`src/hdl/assert_macros.svh`:
```
// assertion helpers shared by the rtl files
`ifndef ASSERT_MACROS_SVH
`define ASSERT_MACROS_SVH

`ifndef SYNTHESIS

// condition a at an edge requires condition b at the same edge
`define SFD_ASSERT_NOW(lbl, clk, rst, a, b) \
  lbl: assert property (@(posedge clk) disable iff (rst) (a) |-> (b)) \
    else $error("assertion violated");

// condition a at an edge requires condition b at the next edge
`define SFD_ASSERT_NEXT(lbl, clk, rst, a, b) \
  lbl: assert property (@(posedge clk) disable iff (rst) (a) |=> (b)) \
    else $error("assertion violated");

`else

`define SFD_ASSERT_NOW(lbl, clk, rst, a, b)
`define SFD_ASSERT_NEXT(lbl, clk, rst, a, b)

`endif

`endif

```
`src/hdl/sfd_pkg.sv`:
```
`default_nettype none

package sfd_pkg;

  localparam int unsigned BYTE_W = 8;
  localparam int unsigned LEN_W  = 16;
  localparam int unsigned EV_W   = 3;
  localparam int unsigned IDX_W  = 2;

  // event codes
  localparam logic [EV_W-1:0] EV_DISCARD = 3'd0;
  localparam logic [EV_W-1:0] EV_HEADER  = 3'd1;
  localparam logic [EV_W-1:0] EV_COMMAND = 3'd2;
  localparam logic [EV_W-1:0] EV_PAYLOAD = 3'd3;
  localparam logic [EV_W-1:0] EV_BADLEN  = 3'd4;
  localparam logic [EV_W-1:0] EV_FAULT   = 3'd5;

  // register indexes
  localparam logic [IDX_W-1:0] REG_SHORT_START = 2'd0;
  localparam logic [IDX_W-1:0] REG_LONG_START  = 2'd1;
  localparam logic [IDX_W-1:0] REG_SHORT_LIMIT = 2'd2;

  // register reset values
  localparam logic [BYTE_W-1:0] RST_SHORT_START = 8'd254;
  localparam logic [BYTE_W-1:0] RST_LONG_START  = 8'd253;
  localparam logic [BYTE_W-1:0] RST_SHORT_LIMIT = 8'd250;

  // header offsets after the start byte and each length byte
  localparam logic [LEN_W-1:0] POS_AFTER_START = 16'd1;
  localparam logic [LEN_W-1:0] POS_AFTER_LEN1  = 16'd2;
  localparam logic [LEN_W-1:0] POS_AFTER_LEN2  = 16'd3;

  typedef enum logic [4:0] {
    PH_HUNT = 5'b00001,
    PH_LEN1 = 5'b00010,
    PH_LEN2 = 5'b00100,
    PH_CMD  = 5'b01000,
    PH_DATA = 5'b10000
  } phase_t;

  typedef struct packed {
    logic [BYTE_W-1:0] short_start;
    logic [BYTE_W-1:0] long_start;
    logic [BYTE_W-1:0] short_limit;
  } cfg_t;

  typedef struct packed {
    logic [BYTE_W-1:0] rx_byte;
    logic              read_fault;
  } item_t;

  typedef struct packed {
    logic [EV_W-1:0]   event_res;
    logic [BYTE_W-1:0] data_byte;
    logic [BYTE_W-1:0] command_type;
    logic [LEN_W-1:0]  frame_length;
    logic [LEN_W-1:0]  byte_position;
    logic              frame_last;
  } res_t;

endpackage

`default_nettype wire

```
`src/hdl/sfd_in_if.sv`:
```
`default_nettype none

interface sfd_in_if;
  logic       valid;
  logic       ready;
  logic [7:0] rx_byte;
  logic       read_fault;

  modport source(output valid, output rx_byte, output read_fault, input ready);
  modport sink(input valid, input rx_byte, input read_fault, output ready);
endinterface

`default_nettype wire

```
`src/hdl/sfd_out_if.sv`:
```
`default_nettype none

interface sfd_out_if;
  logic        valid;
  logic        ready;
  logic [2:0]  event_res;
  logic [7:0]  data_byte;
  logic [7:0]  command_type;
  logic [15:0] frame_length;
  logic [15:0] byte_position;
  logic        frame_last;

  modport source(output valid, output event_res, output data_byte, output command_type,
                 output frame_length, output byte_position, output frame_last,
                 input ready);
  modport sink(input valid, input event_res, input data_byte, input command_type,
               input frame_length, input byte_position, input frame_last,
               output ready);
endinterface

`default_nettype wire

```
`src/hdl/sfd_cfg_regs.sv`:
```
`default_nettype none

module sfd_cfg_regs (
  input  wire logic                      clk,
  input  wire logic                      rst,
  input  wire logic                      cfg_we,
  input  wire logic [sfd_pkg::IDX_W-1:0]  cfg_index,
  input  wire logic [sfd_pkg::BYTE_W-1:0] cfg_data,
  output sfd_pkg::cfg_t                  cfg
);

  always_ff @(posedge clk) begin
    if (rst) begin
      cfg.short_start <= sfd_pkg::RST_SHORT_START;
      cfg.long_start  <= sfd_pkg::RST_LONG_START;
      cfg.short_limit <= sfd_pkg::RST_SHORT_LIMIT;
    end else if (cfg_we) begin
      case (cfg_index)
        sfd_pkg::REG_SHORT_START: cfg.short_start <= cfg_data;
        sfd_pkg::REG_LONG_START:  cfg.long_start  <= cfg_data;
        sfd_pkg::REG_SHORT_LIMIT: cfg.short_limit <= cfg_data;
        default: ;
      endcase
    end
  end

endmodule

`default_nettype wire

```
`src/hdl/sfd_core.sv`:
```
`default_nettype none
`include "assert_macros.svh"

module sfd_core (
  input  wire logic  clk,
  input  wire logic  rst,
  input  wire sfd_pkg::cfg_t  cfg,
  input  wire logic  advance,
  input  wire sfd_pkg::item_t item,
  output sfd_pkg::res_t  res
);

  sfd_pkg::phase_t                 phase, phase_next;
  logic                            long_frame, long_frame_next;
  logic [sfd_pkg::LEN_W-1:0]       length_so_far, length_so_far_next;
  logic [sfd_pkg::LEN_W-1:0]       position, position_next;
  logic [sfd_pkg::BYTE_W-1:0]      current_command, current_command_next;
  logic [sfd_pkg::BYTE_W-1:0]      b;
  logic                            last;

  assign b = item.rx_byte;

  // last byte when the next offset reaches the total length
  assign last = ({1'b0, position} + 17'd1) >= {1'b0, length_so_far};

  always_comb begin
    phase_next           = phase;
    long_frame_next      = long_frame;
    length_so_far_next   = length_so_far;
    position_next        = position;
    current_command_next = current_command;
    res                  = '0;

    if (item.read_fault) begin
      phase_next    = sfd_pkg::PH_HUNT;
      position_next = '0;
      res.event_res = sfd_pkg::EV_FAULT;
    end else begin
      case (phase)
        sfd_pkg::PH_LEN1: begin
          res.data_byte     = b;
          res.byte_position = position;
          if (!long_frame && (b >= cfg.short_limit)) begin
            phase_next    = sfd_pkg::PH_HUNT;
            position_next = '0;
            res.event_res = sfd_pkg::EV_BADLEN;
          end else begin
            if (long_frame) begin
              length_so_far_next = {b, 8'h00};
              phase_next         = sfd_pkg::PH_LEN2;
            end else begin
              length_so_far_next = {8'h00, b};
              phase_next         = sfd_pkg::PH_CMD;
            end
            position_next    = sfd_pkg::POS_AFTER_LEN1;
            res.event_res    = sfd_pkg::EV_HEADER;
            res.frame_length = length_so_far_next;
          end
        end
        sfd_pkg::PH_LEN2: begin
          length_so_far_next = length_so_far + {8'h00, b};
          phase_next         = sfd_pkg::PH_CMD;
          position_next      = sfd_pkg::POS_AFTER_LEN2;
          res.event_res      = sfd_pkg::EV_HEADER;
          res.data_byte      = b;
          res.frame_length   = length_so_far_next;
          res.byte_position  = position;
        end
        sfd_pkg::PH_CMD, sfd_pkg::PH_DATA: begin
          if (phase == sfd_pkg::PH_CMD) begin
            current_command_next = b;
            res.event_res        = sfd_pkg::EV_COMMAND;
          end else begin
            res.event_res        = sfd_pkg::EV_PAYLOAD;
          end
          if (last) begin
            phase_next    = sfd_pkg::PH_HUNT;
            position_next = '0;
          end else begin
            phase_next    = sfd_pkg::PH_DATA;
            position_next = position + 16'd1;
          end
          res.data_byte     = b;
          res.command_type  = current_command_next;
          res.frame_length  = length_so_far;
          res.byte_position = position;
          res.frame_last    = last;
        end
        default: begin
          res.data_byte = b;
          if ((b == cfg.long_start) || (b == cfg.short_start)) begin
            long_frame_next    = (b == cfg.long_start);
            length_so_far_next = '0;
            position_next      = sfd_pkg::POS_AFTER_START;
            phase_next         = sfd_pkg::PH_LEN1;
            res.event_res      = sfd_pkg::EV_HEADER;
          end else begin
            phase_next    = sfd_pkg::PH_HUNT;
            position_next = '0;
            res.event_res = sfd_pkg::EV_DISCARD;
          end
        end
      endcase
    end
  end

  always_ff @(posedge clk) begin
    if (rst) begin
      phase           <= sfd_pkg::PH_HUNT;
      long_frame      <= 1'b0;
      length_so_far   <= '0;
      position        <= '0;
      current_command <= '0;
    end else if (advance) begin
      phase           <= phase_next;
      long_frame      <= long_frame_next;
      length_so_far   <= length_so_far_next;
      position        <= position_next;
      current_command <= current_command_next;
    end
  end

  `SFD_ASSERT_NEXT(a_fault_to_hunt, clk, rst, advance && item.read_fault,
                   (phase == sfd_pkg::PH_HUNT) && (position == '0))
  `SFD_ASSERT_NOW(a_hunt_pos_zero, clk, rst, phase == sfd_pkg::PH_HUNT, position == '0)

endmodule

`default_nettype wire

```
`src/hdl/serial_frame_deframer.sv`:
```
// Serial frame deframer: takes one received byte per item on byte_ch and gives one
// result item per byte on event_ch, describing how the byte was consumed (discarded,
// start or length byte, command byte, payload byte, bad short length, or read error),
// together with the frame's command, total length, the byte's offset in the frame and a
// last-of-frame flag. A frame is a start byte (short or long), a one-byte or two-byte
// big-endian length that counts the whole frame including header, a command byte and
// payload. Throughput is one item per clock cycle while the receiver is ready. An
// accepted byte lands in the input register, where the whole per-byte state update is
// done; its result item then waits in the result register until the receiver takes it.
// Configuration registers (short start byte, long start byte, short length limit) are
// written through cfg_we/cfg_index/cfg_data and should be changed only while no item
// is in flight.
`default_nettype none
`include "assert_macros.svh"

module serial_frame_deframer (
  input  wire logic                      clk,
  input  wire logic                      rst,
  input  wire logic                      cfg_we,
  input  wire logic [sfd_pkg::IDX_W-1:0]  cfg_index,
  input  wire logic [sfd_pkg::BYTE_W-1:0] cfg_data,
  sfd_in_if.sink                         byte_ch,
  sfd_out_if.source                      event_ch
);

  sfd_pkg::cfg_t  cfg;
  sfd_pkg::item_t in_item;
  sfd_pkg::res_t  core_res;
  sfd_pkg::res_t  out_res;
  logic           in_valid;
  logic           out_valid;
  logic           advance;

  // register block
  sfd_cfg_regs u_regs (
    .clk       (clk),
    .rst       (rst),
    .cfg_we    (cfg_we),
    .cfg_index (cfg_index),
    .cfg_data  (cfg_data),
    .cfg       (cfg)
  );

  // an item moves from the input register to the result register when the result
  // register is empty or being emptied in the same cycle
  assign advance       = in_valid && (!out_valid || event_ch.ready);
  assign byte_ch.ready = !in_valid || advance;

  // input register
  always_ff @(posedge clk) begin
    if (rst) begin
      in_valid <= 1'b0;
    end else if (byte_ch.ready) begin
      in_valid <= byte_ch.valid;
    end
  end

  always_ff @(posedge clk) begin
    if (byte_ch.valid && byte_ch.ready) begin
      in_item.rx_byte    <= byte_ch.rx_byte;
      in_item.read_fault <= byte_ch.read_fault;
    end
  end

  // framing state and per-byte decode
  sfd_core u_core (
    .clk     (clk),
    .rst     (rst),
    .cfg     (cfg),
    .advance (advance),
    .item    (in_item),
    .res     (core_res)
  );

  // result register
  always_ff @(posedge clk) begin
    if (rst) begin
      out_valid <= 1'b0;
    end else if (advance) begin
      out_valid <= 1'b1;
    end else if (event_ch.ready) begin
      out_valid <= 1'b0;
    end
  end

  always_ff @(posedge clk) begin
    if (advance) begin
      out_res <= core_res;
    end
  end

  assign event_ch.valid         = out_valid;
  assign event_ch.event_res     = out_res.event_res;
  assign event_ch.data_byte     = out_res.data_byte;
  assign event_ch.command_type  = out_res.command_type;
  assign event_ch.frame_length  = out_res.frame_length;
  assign event_ch.byte_position = out_res.byte_position;
  assign event_ch.frame_last    = out_res.frame_last;

  // a decoded byte always shows up as a result in the next cycle
  `SFD_ASSERT_NEXT(a_advance_to_out, clk, rst, advance, out_valid)
  // a held input item is never dropped
  `SFD_ASSERT_NEXT(a_in_held, clk, rst, in_valid && !advance, in_valid)
  // only command or payload bytes can close a frame
  `SFD_ASSERT_NOW(a_last_kind, clk, rst, out_valid && out_res.frame_last,
                  (out_res.event_res == sfd_pkg::EV_COMMAND) ||
                  (out_res.event_res == sfd_pkg::EV_PAYLOAD))

endmodule

`default_nettype wire
```
`src/flat_wrapper.sv`:
```
// flat-port wrapper written by rule: the top's interface ports become plain ports
module serial_frame_deframer_flat 
  (clk, rst, cfg_we, cfg_index, cfg_data, byte_ch_valid, byte_ch_rx_byte, byte_ch_read_fault, byte_ch_ready, event_ch_valid, event_ch_event_res, event_ch_data_byte, event_ch_command_type, event_ch_frame_length, event_ch_byte_position, event_ch_frame_last, event_ch_ready);
  sfd_in_if byte_ch_i ();
  sfd_out_if event_ch_i ();
  input  wire logic clk;
  input  wire logic rst;
  input  wire logic cfg_we;
  input  wire logic [sfd_pkg::IDX_W-1:0] cfg_index;
  input  wire logic [sfd_pkg::BYTE_W-1:0] cfg_data;
  input wire logic [$bits(byte_ch_i.valid)-1:0] byte_ch_valid;
  input wire logic [$bits(byte_ch_i.rx_byte)-1:0] byte_ch_rx_byte;
  input wire logic [$bits(byte_ch_i.read_fault)-1:0] byte_ch_read_fault;
  output wire logic [$bits(byte_ch_i.ready)-1:0] byte_ch_ready;
  output wire logic [$bits(event_ch_i.valid)-1:0] event_ch_valid;
  output wire logic [$bits(event_ch_i.event_res)-1:0] event_ch_event_res;
  output wire logic [$bits(event_ch_i.data_byte)-1:0] event_ch_data_byte;
  output wire logic [$bits(event_ch_i.command_type)-1:0] event_ch_command_type;
  output wire logic [$bits(event_ch_i.frame_length)-1:0] event_ch_frame_length;
  output wire logic [$bits(event_ch_i.byte_position)-1:0] event_ch_byte_position;
  output wire logic [$bits(event_ch_i.frame_last)-1:0] event_ch_frame_last;
  input wire logic [$bits(event_ch_i.ready)-1:0] event_ch_ready;
  assign byte_ch_i.valid = byte_ch_valid;
  assign byte_ch_i.rx_byte = byte_ch_rx_byte;
  assign byte_ch_i.read_fault = byte_ch_read_fault;
  assign byte_ch_ready = byte_ch_i.ready;
  assign event_ch_valid = event_ch_i.valid;
  assign event_ch_event_res = event_ch_i.event_res;
  assign event_ch_data_byte = event_ch_i.data_byte;
  assign event_ch_command_type = event_ch_i.command_type;
  assign event_ch_frame_length = event_ch_i.frame_length;
  assign event_ch_byte_position = event_ch_i.byte_position;
  assign event_ch_frame_last = event_ch_i.frame_last;
  assign event_ch_i.ready = event_ch_ready;
  serial_frame_deframer u_core (.clk(clk), .rst(rst), .cfg_we(cfg_we), .cfg_index(cfg_index), .cfg_data(cfg_data), .byte_ch(byte_ch_i), .event_ch(event_ch_i));
endmodule
```
`config.mk`:
```
export PLATFORM = sky130hd
export DESIGN_NAME = serial_frame_deframer_flat
export DESIGN_NICKNAME = d
export VERILOG_FILES = /design/src/hdl/sfd_pkg.sv /design/src/hdl/sfd_in_if.sv /design/src/hdl/sfd_out_if.sv /design/src/hdl/sfd_cfg_regs.sv /design/src/hdl/sfd_core.sv /design/src/hdl/serial_frame_deframer.sv /design/src/flat_wrapper.sv
export VERILOG_INCLUDE_DIRS = /design/src /design/src/hdl
export SDC_FILE = /design/constraint.sdc
export NUM_CORES = 1
export LEC_CHECK = 0
export CELL_PAD_IN_SITES_DETAIL_PLACEMENT = 1
export CELL_PAD_IN_SITES_GLOBAL_PLACEMENT = 1
export CORE_UTILIZATION = 50
export DETAILED_ROUTE_END_ITERATION = 7
export DONT_BUFFER_PORTS = 1
export HOLD_SLACK_MARGIN = 0.12
export PLACE_DENSITY = 0.9
export SLEW_MARGIN = 25
export SYNTH_ARGS = -nofsm -noshare
export SYNTH_HDL_FRONTEND = slang
export SYNTH_HIERARCHICAL = 1
export SYNTH_SLANG_ARGS = --single-unit
```
`constraint.sdc`:
```
create_clock -name clk -period 3.5 [get_ports clk]
set_clock_uncertainty 0.05 [all_clocks]
set_input_delay 0.35 -clock clk [delete_from_list [all_inputs] [get_ports clk]]
set_output_delay 0.35 -clock clk [all_outputs]
set_load 0.02 [all_outputs]
```
After elaboration in Yosys (flattened, before gate mapping)

Index checks and enable logic that the tools add are counted.
W data, S select, Z words.

$lt $le $gt $ge: 2
Multiplexer cells: 24
Add/sub/neg operators: 3
Reduce and logical (&&, ||, !) cells: 21
Eq/ne operators: 9
Bitwise logic cells: 3

Operator list:

| kind                    | count |
|---|---|
| $mux W16                | 6 |
| $pmux W16 S3            | 2 |
| $pmux W32 S3            | 1 |
| $pmux W11 S3            | 1 |
| $add A16 B1 Y17 const B | 1 |
| $ge A17 B16 Y1          | 1 |
| $add A16 B1 Y16 const B | 1 |
| $add A16 B8 Y16         | 1 |
| $eq A8 B8 Y1            | 2 |
| $pmux W5 S3             | 1 |
| $mux W5                 | 2 |
| $ge A8 B8 Y1            | 1 |
| $mux W4                 | 2 |
| $mux W8                 | 1 |
| $reduce_and A2 Y1       | 3 |
| $eq A5 B2 Y1 const B    | 1 |
| $eq A5 B3 Y1 const B    | 1 |
| $eq A5 B4 Y1 const B    | 1 |
| $eq A5 B5 Y1 const B    | 1 |
| $mux W1                 | 5 |
| $reduce_and A5 Y1       | 1 |
| $mux W2                 | 2 |
| $reduce_and A4 Y1       | 1 |
| $reduce_or A2 Y1        | 2 |
| other kinds (13)        | 21 |

Input bits: 24
Output and inout port bits: 54
Bits in registers: 133

Longest topological paths before layout

Depth in word-level cells: 5
Depth in mapped cells: 15

By module

Netlist, hierarchy kept.

Modules (own cells, without submodules):

| module                | area an instance (µm²) | instances | sequential area each (µm²) | cells an instance |
|---|---|---|---|---|
| sfd_core              | 4103.9                 | 1         | 920.9                      | 545 |
| serial_frame_deframer | 1935.6                 | 1         | 1871.8                     | 71 |
| sfd_cfg_regs          | 944.7                  | 1         | 480.5                      | 93 |

Worst setup path before layout

OpenSTA, ideal clock, no wires.

Path kind: reg2reg
Start: reg u_core/u_core/position[2] (netlist bit)
End: reg u_core/u_core/position[14] (netlist bit)
Path slack: 0.412 ns
Period minus slack after synthesis: 3.088 ns
Buffers on the path: 1
Cell stages (with the launch flop): 16
Arrival: 2.973 ns
Required time: 3.385 ns
Cell sequence: dfxtp_1 nand3_1 nor3_1 nand2_1 nor2_1 nor2_1 or2_2 ha_1 a21oi_1 a21boi_0 a211oi_1 o211ai_1 nor2_1 buf_2 a22oi_1 nor2_1

Word-level cells in the longest chain between the ends: 5

RTL lines:

| element                | line            | text |
|---|---|---|
| from (decl)            | sfd_core.sv:16  | `logic [sfd_pkg::LEN_W-1:0] position, position_next;` |
| from (signal assigned) | sfd_core.sv:118 | `position <= position_next;` |
| $add A16 B1 Y17        | sfd_core.sv:24  | `assign last = ({1'b0, position} + 17'd1) >= {1'b0, length_so_far};` |
| $ge A17 B16 Y1         | sfd_core.sv:24  |  |
| $mux W16 (*)           | sfd_core.sv:76  | `if (last) begin` |
| $pmux W16 S3 (*)       | sfd_core.sv:39  | `case (phase)` |
| $mux W16 (*)           | sfd_core.sv:34  | `if (item.read_fault) begin` |

Every way passes the cells marked *; elsewhere a longest branch is shown, timed or not.
A chain may end at the register's enable or synchronous reset.

Final worst setup path

Start: reg u_core/u_core/position[2] (netlist bit)
End: reg u_core.u_core.phase[0]

Word-level cells in the longest chain between the ends: 5

RTL lines:

| element              | line            | text |
|---|---|---|
| $add A16 B1 Y17      | sfd_core.sv:24  |  |
| $ge A17 B16 Y1       | sfd_core.sv:24  |  |
| $mux W5              | sfd_core.sv:76  |  |
| $pmux W5 S3          | sfd_core.sv:39  |  |
| $mux W5              | sfd_core.sv:34  |  |
| to (signal assigned) | sfd_core.sv:109 | `phase <= sfd_pkg::PH_HUNT;` |
| to (signal assigned) | sfd_core.sv:115 | `phase <= phase_next;` |
| to (decl)            | sfd_core.sv:13  | `sfd_pkg::phase_t phase, phase_next;` |

Every way passes these cells.

==> flow_summary.yaml <==
status:
  status: "complete, no violations"
die:
  die_w_um: 120
  core_area_um2: 13500
  rows: 42
  dieArea_um2: 14400
  chipHeight_um: 120
  start_util: 0.519
  pin_count: 78
routing:
  wl_um: 21000
  vias_per_cell: 6.19
  via_count: 5652
  drtPass1Iterations: 5
  ant_nets: 0
  drt-initial-drc-count: 444
  post_drt_wl_per_cell_um: 23.0
  drc: 0
global_route:
  antenna_found_initial: 0
  grt_max_degree: 83
  grt_use_total: 0.305
  grt_pass1_vias: 5998
  grt_overflow_total: 0
  grt_pass1_wl_um: 32900
sta:
  relSlewSlack: 0.383
  drv_slew: 0
  tightest_slew_ns: 0.925
  fmax_mhz: 309
  finalSetupViolCount: 0
  post-route-min-period_ns: 3.24
  tns_ns: 0
  finalHoldViolations: 0
  finalCritPeriodShare: 0.925
cts:
  clk-insertion-delay-late_ns: 0.43
  cts_max_level: 4
  clockRootBuffer: "clkbuf_16"
  cts_tree: "yes"
  cts_buffers: 17
  clk_pin_slew_worst_paths_ns: 0.06
  cts_num_sinks: 133
  clock_path_buffers: 2
synthesis:
  synth_edf_count: 61
  ys_warn_count: 6
  mappedNetlistNets: 767
  netlist_instances: 709
  yosysSeqAreaShare: 0.469
  synth-seq-cells: 133
  synth_area_leaders: "edfxtp_1 (26%), dfxtp_1 (21%), ha_1 (5.9%), nor2_1 (5.4%), mux2i_1 (5.2%)"
  synthFlopType: "dfxtp_1"
  yosysTopAreaCellShare: 0.262
  syn_area_um2: 6980
  syn_avg_cell_area_um2: 9.85
  ys_types: 66
  synthArstFlopShare: 0
  yosysTopAreaCell: "edfxtp_1"
power:
  pwr_density_cell_nw_per_um2: 466
  clkPwrFrac: 0.480
  seqPwrFrac: 0.472
  leakagePower_nw: 2.90
  switching_share: 0.237
  p_sw_uw: 877
  vdd_ir_drop_max_mv: 0.324
  p_int_mw: 2.82
  power_mw: 3.69
  p_comb_frac: 0.049
place:
  dp_hpwl_um: 13200
  place_congestion: 0.907
  io_buffers: 0
critical_path:
  reg2regPathDepth: 15
  reg2reg_from: "u_core/u_core/position[2]$_SDFFE_PP0P_"
  worstSetupPathType: "register to register"
  critPathCaptureType: "register"
  crit_path_max_fanout: 6
  crit_arrival_ns: 3.50
  worstPathRequired_ns: 3.77
  cp-start-kind: "register"
  crit_start: "u_core/u_core/position[2]$_SDFFE_PP0P_"
worst_hold_path:
  min_from: "rst"
  hold_class: "input port to register"
  hold_path_depth: 2
layout:
  syn_to_final_growth_pct: 13.6
  num_antenna_cells: 0
  final_nets: 782
  layout-drive-gt1-share: 0.0963
flow_run:
  max_cap_violations: 0
==> metrics by stage <==
step	hold WS [ns]	worst slack (ns)	util	instance area, um^2	instances
final	0.145	0.264	0.590	7940	913
after global routing	0.143	-0.00618	0.590	7940	913
after floorplan	0.362	0.412	-	6980	709
after detailed placement	0.370	0.233	0.529	7120	861
after global placement	0.369	0.442	0.529	7120	861
after CTS	0.133	0.142	0.589	7930	913
==> kinds of logic (layout without fill, tap and decap cells) <==
| group | after synthesis | in the layout | share of synthesized area |
|---|---|---|---|
| AO/OA/AOI/OAI | 138 | 138 | 0.140 |
| XOR/XNOR | 39 | 39 | 0.0489 |
| adder cells (fa/ha/maj) | 34 | 34 | 0.0620 |
| buffers and inverters | 71 | 99 | 0.0459 |
| flip-flops | 133 | 133 | 0.469 |
| multiplexers | 36 | 36 | 0.0516 |
| AND/OR/NAND/NOR | 258 | 258 | 0.183 |
==> area by class of cell <==
cell class / count / area (um^2)
fill: 1480 / 5520
multi-input combinational: 505 / 3400
sequential: 133 / 3270
clock buffer: 21 / 493
timing repair buffer: 34 / 323
tap: 176 / 220
inverter: 33 / 124
clock inverter: 11 / 97.6
==> layout by cell type (no fill, tap or decap), drive strengths merged, types with 23 or more instances in the layout <==
cell    Yosys  routed
a21oi      36      36
dfxtp      72      72
edfxtp     61      61
ha         33      33
inv        33      34
mux2i      36      36
nand2      50      50
nor2      101     101
xnor2      23      23
==> registers in the layout (all words and copies together) (netlist names), 9 cells and up <==
name / flops
u_core/event_ch.byte_position: 16
u_core/event_ch.frame_length: 16
u_core/in_item: 9
u_core/u_core/length_so_far: 16
u_core/u_core/position: 16
u_core/u_regs/cfg: 24
==> worst max-delay path, stage by stage, from the launching register on <==
cell and delay (ns):
dfxtp_1 0.44, nand3_1 0.24, nor3_2 0.24, nand2_1 0.11
nor2_1 0.13, nor2_1 0.06, or2_2 0.30, ha_1 0.31
a21oi_1 0.15, a21boi_0 0.10, a211oi_1 0.21, o211ai_1 0.14
buf_4 0.18, nand2_1 0.07, a41oi_1 0.12, or2_2 0.30
==> per-layer routing <==
metal | up-vias | routed length [um] | share of wire | track usage
met4 | 0 | 650 | 0.031 | 0.144
met3 | 57 | 1060 | 0.050 | 0.0608
met1 | 2815 | 8670 | 0.41 | 0.366
li1 | 2575 | - | - | -
met2 | 205 | 10700 | 0.51 | 0.524
met5 | - | 0 | 0 | 0
==> cell usage after synthesis, drive strengths merged (10+ instances only) <==
master    n
o21ai    22
a22oi    22
nor2    101
edfxtp   61
nand2b   13
ha       33
nor3     16
nand3    13
dfxtp    72
mux2i    36
a21oi    36
xor2     16
and2     18
inv      33
buf      14
xnor2    23
clkbuf   24
a211oi   10
nand2    50
==> power groups by stage <==
stage                     Sequential (mW)  Clock, mW  Combinational, mW
after floorplan                      1.75          0              0.119
after global placement               1.77          0              0.126
after detailed placement             1.77          0              0.135
after CTS                            1.74       1.79              0.175
after global routing                 1.75       1.86              0.192
final                                1.74       1.77              0.180
==> worst paths after layout <==
path | to | slack (ns)
setup / recovery | u_core/u_core/phase[0]$_SDFFE_PP1P_ | 0.26
setup reg to reg | u_core/u_core/phase[0]$_SDFFE_PP1P_ | 0.26
hold reg to reg | u_core/u_core/current_command[0]$_SDFFE_PP0P_ | 0.45
hold / removal | u_core/u_regs/cfg[0]$_SDFFE_PP0P_ | 0.14
==> repair_timing <==
action | in CTS | in global routing
resized for setup | 0 | 2
hold buffers | 20 | 0
endpoints found under the hold margin | 81 | 0
setup endpoints to repair | 0 | 14
buffers inserted | 0 | 0
Power figures use the tool's default switching activity.
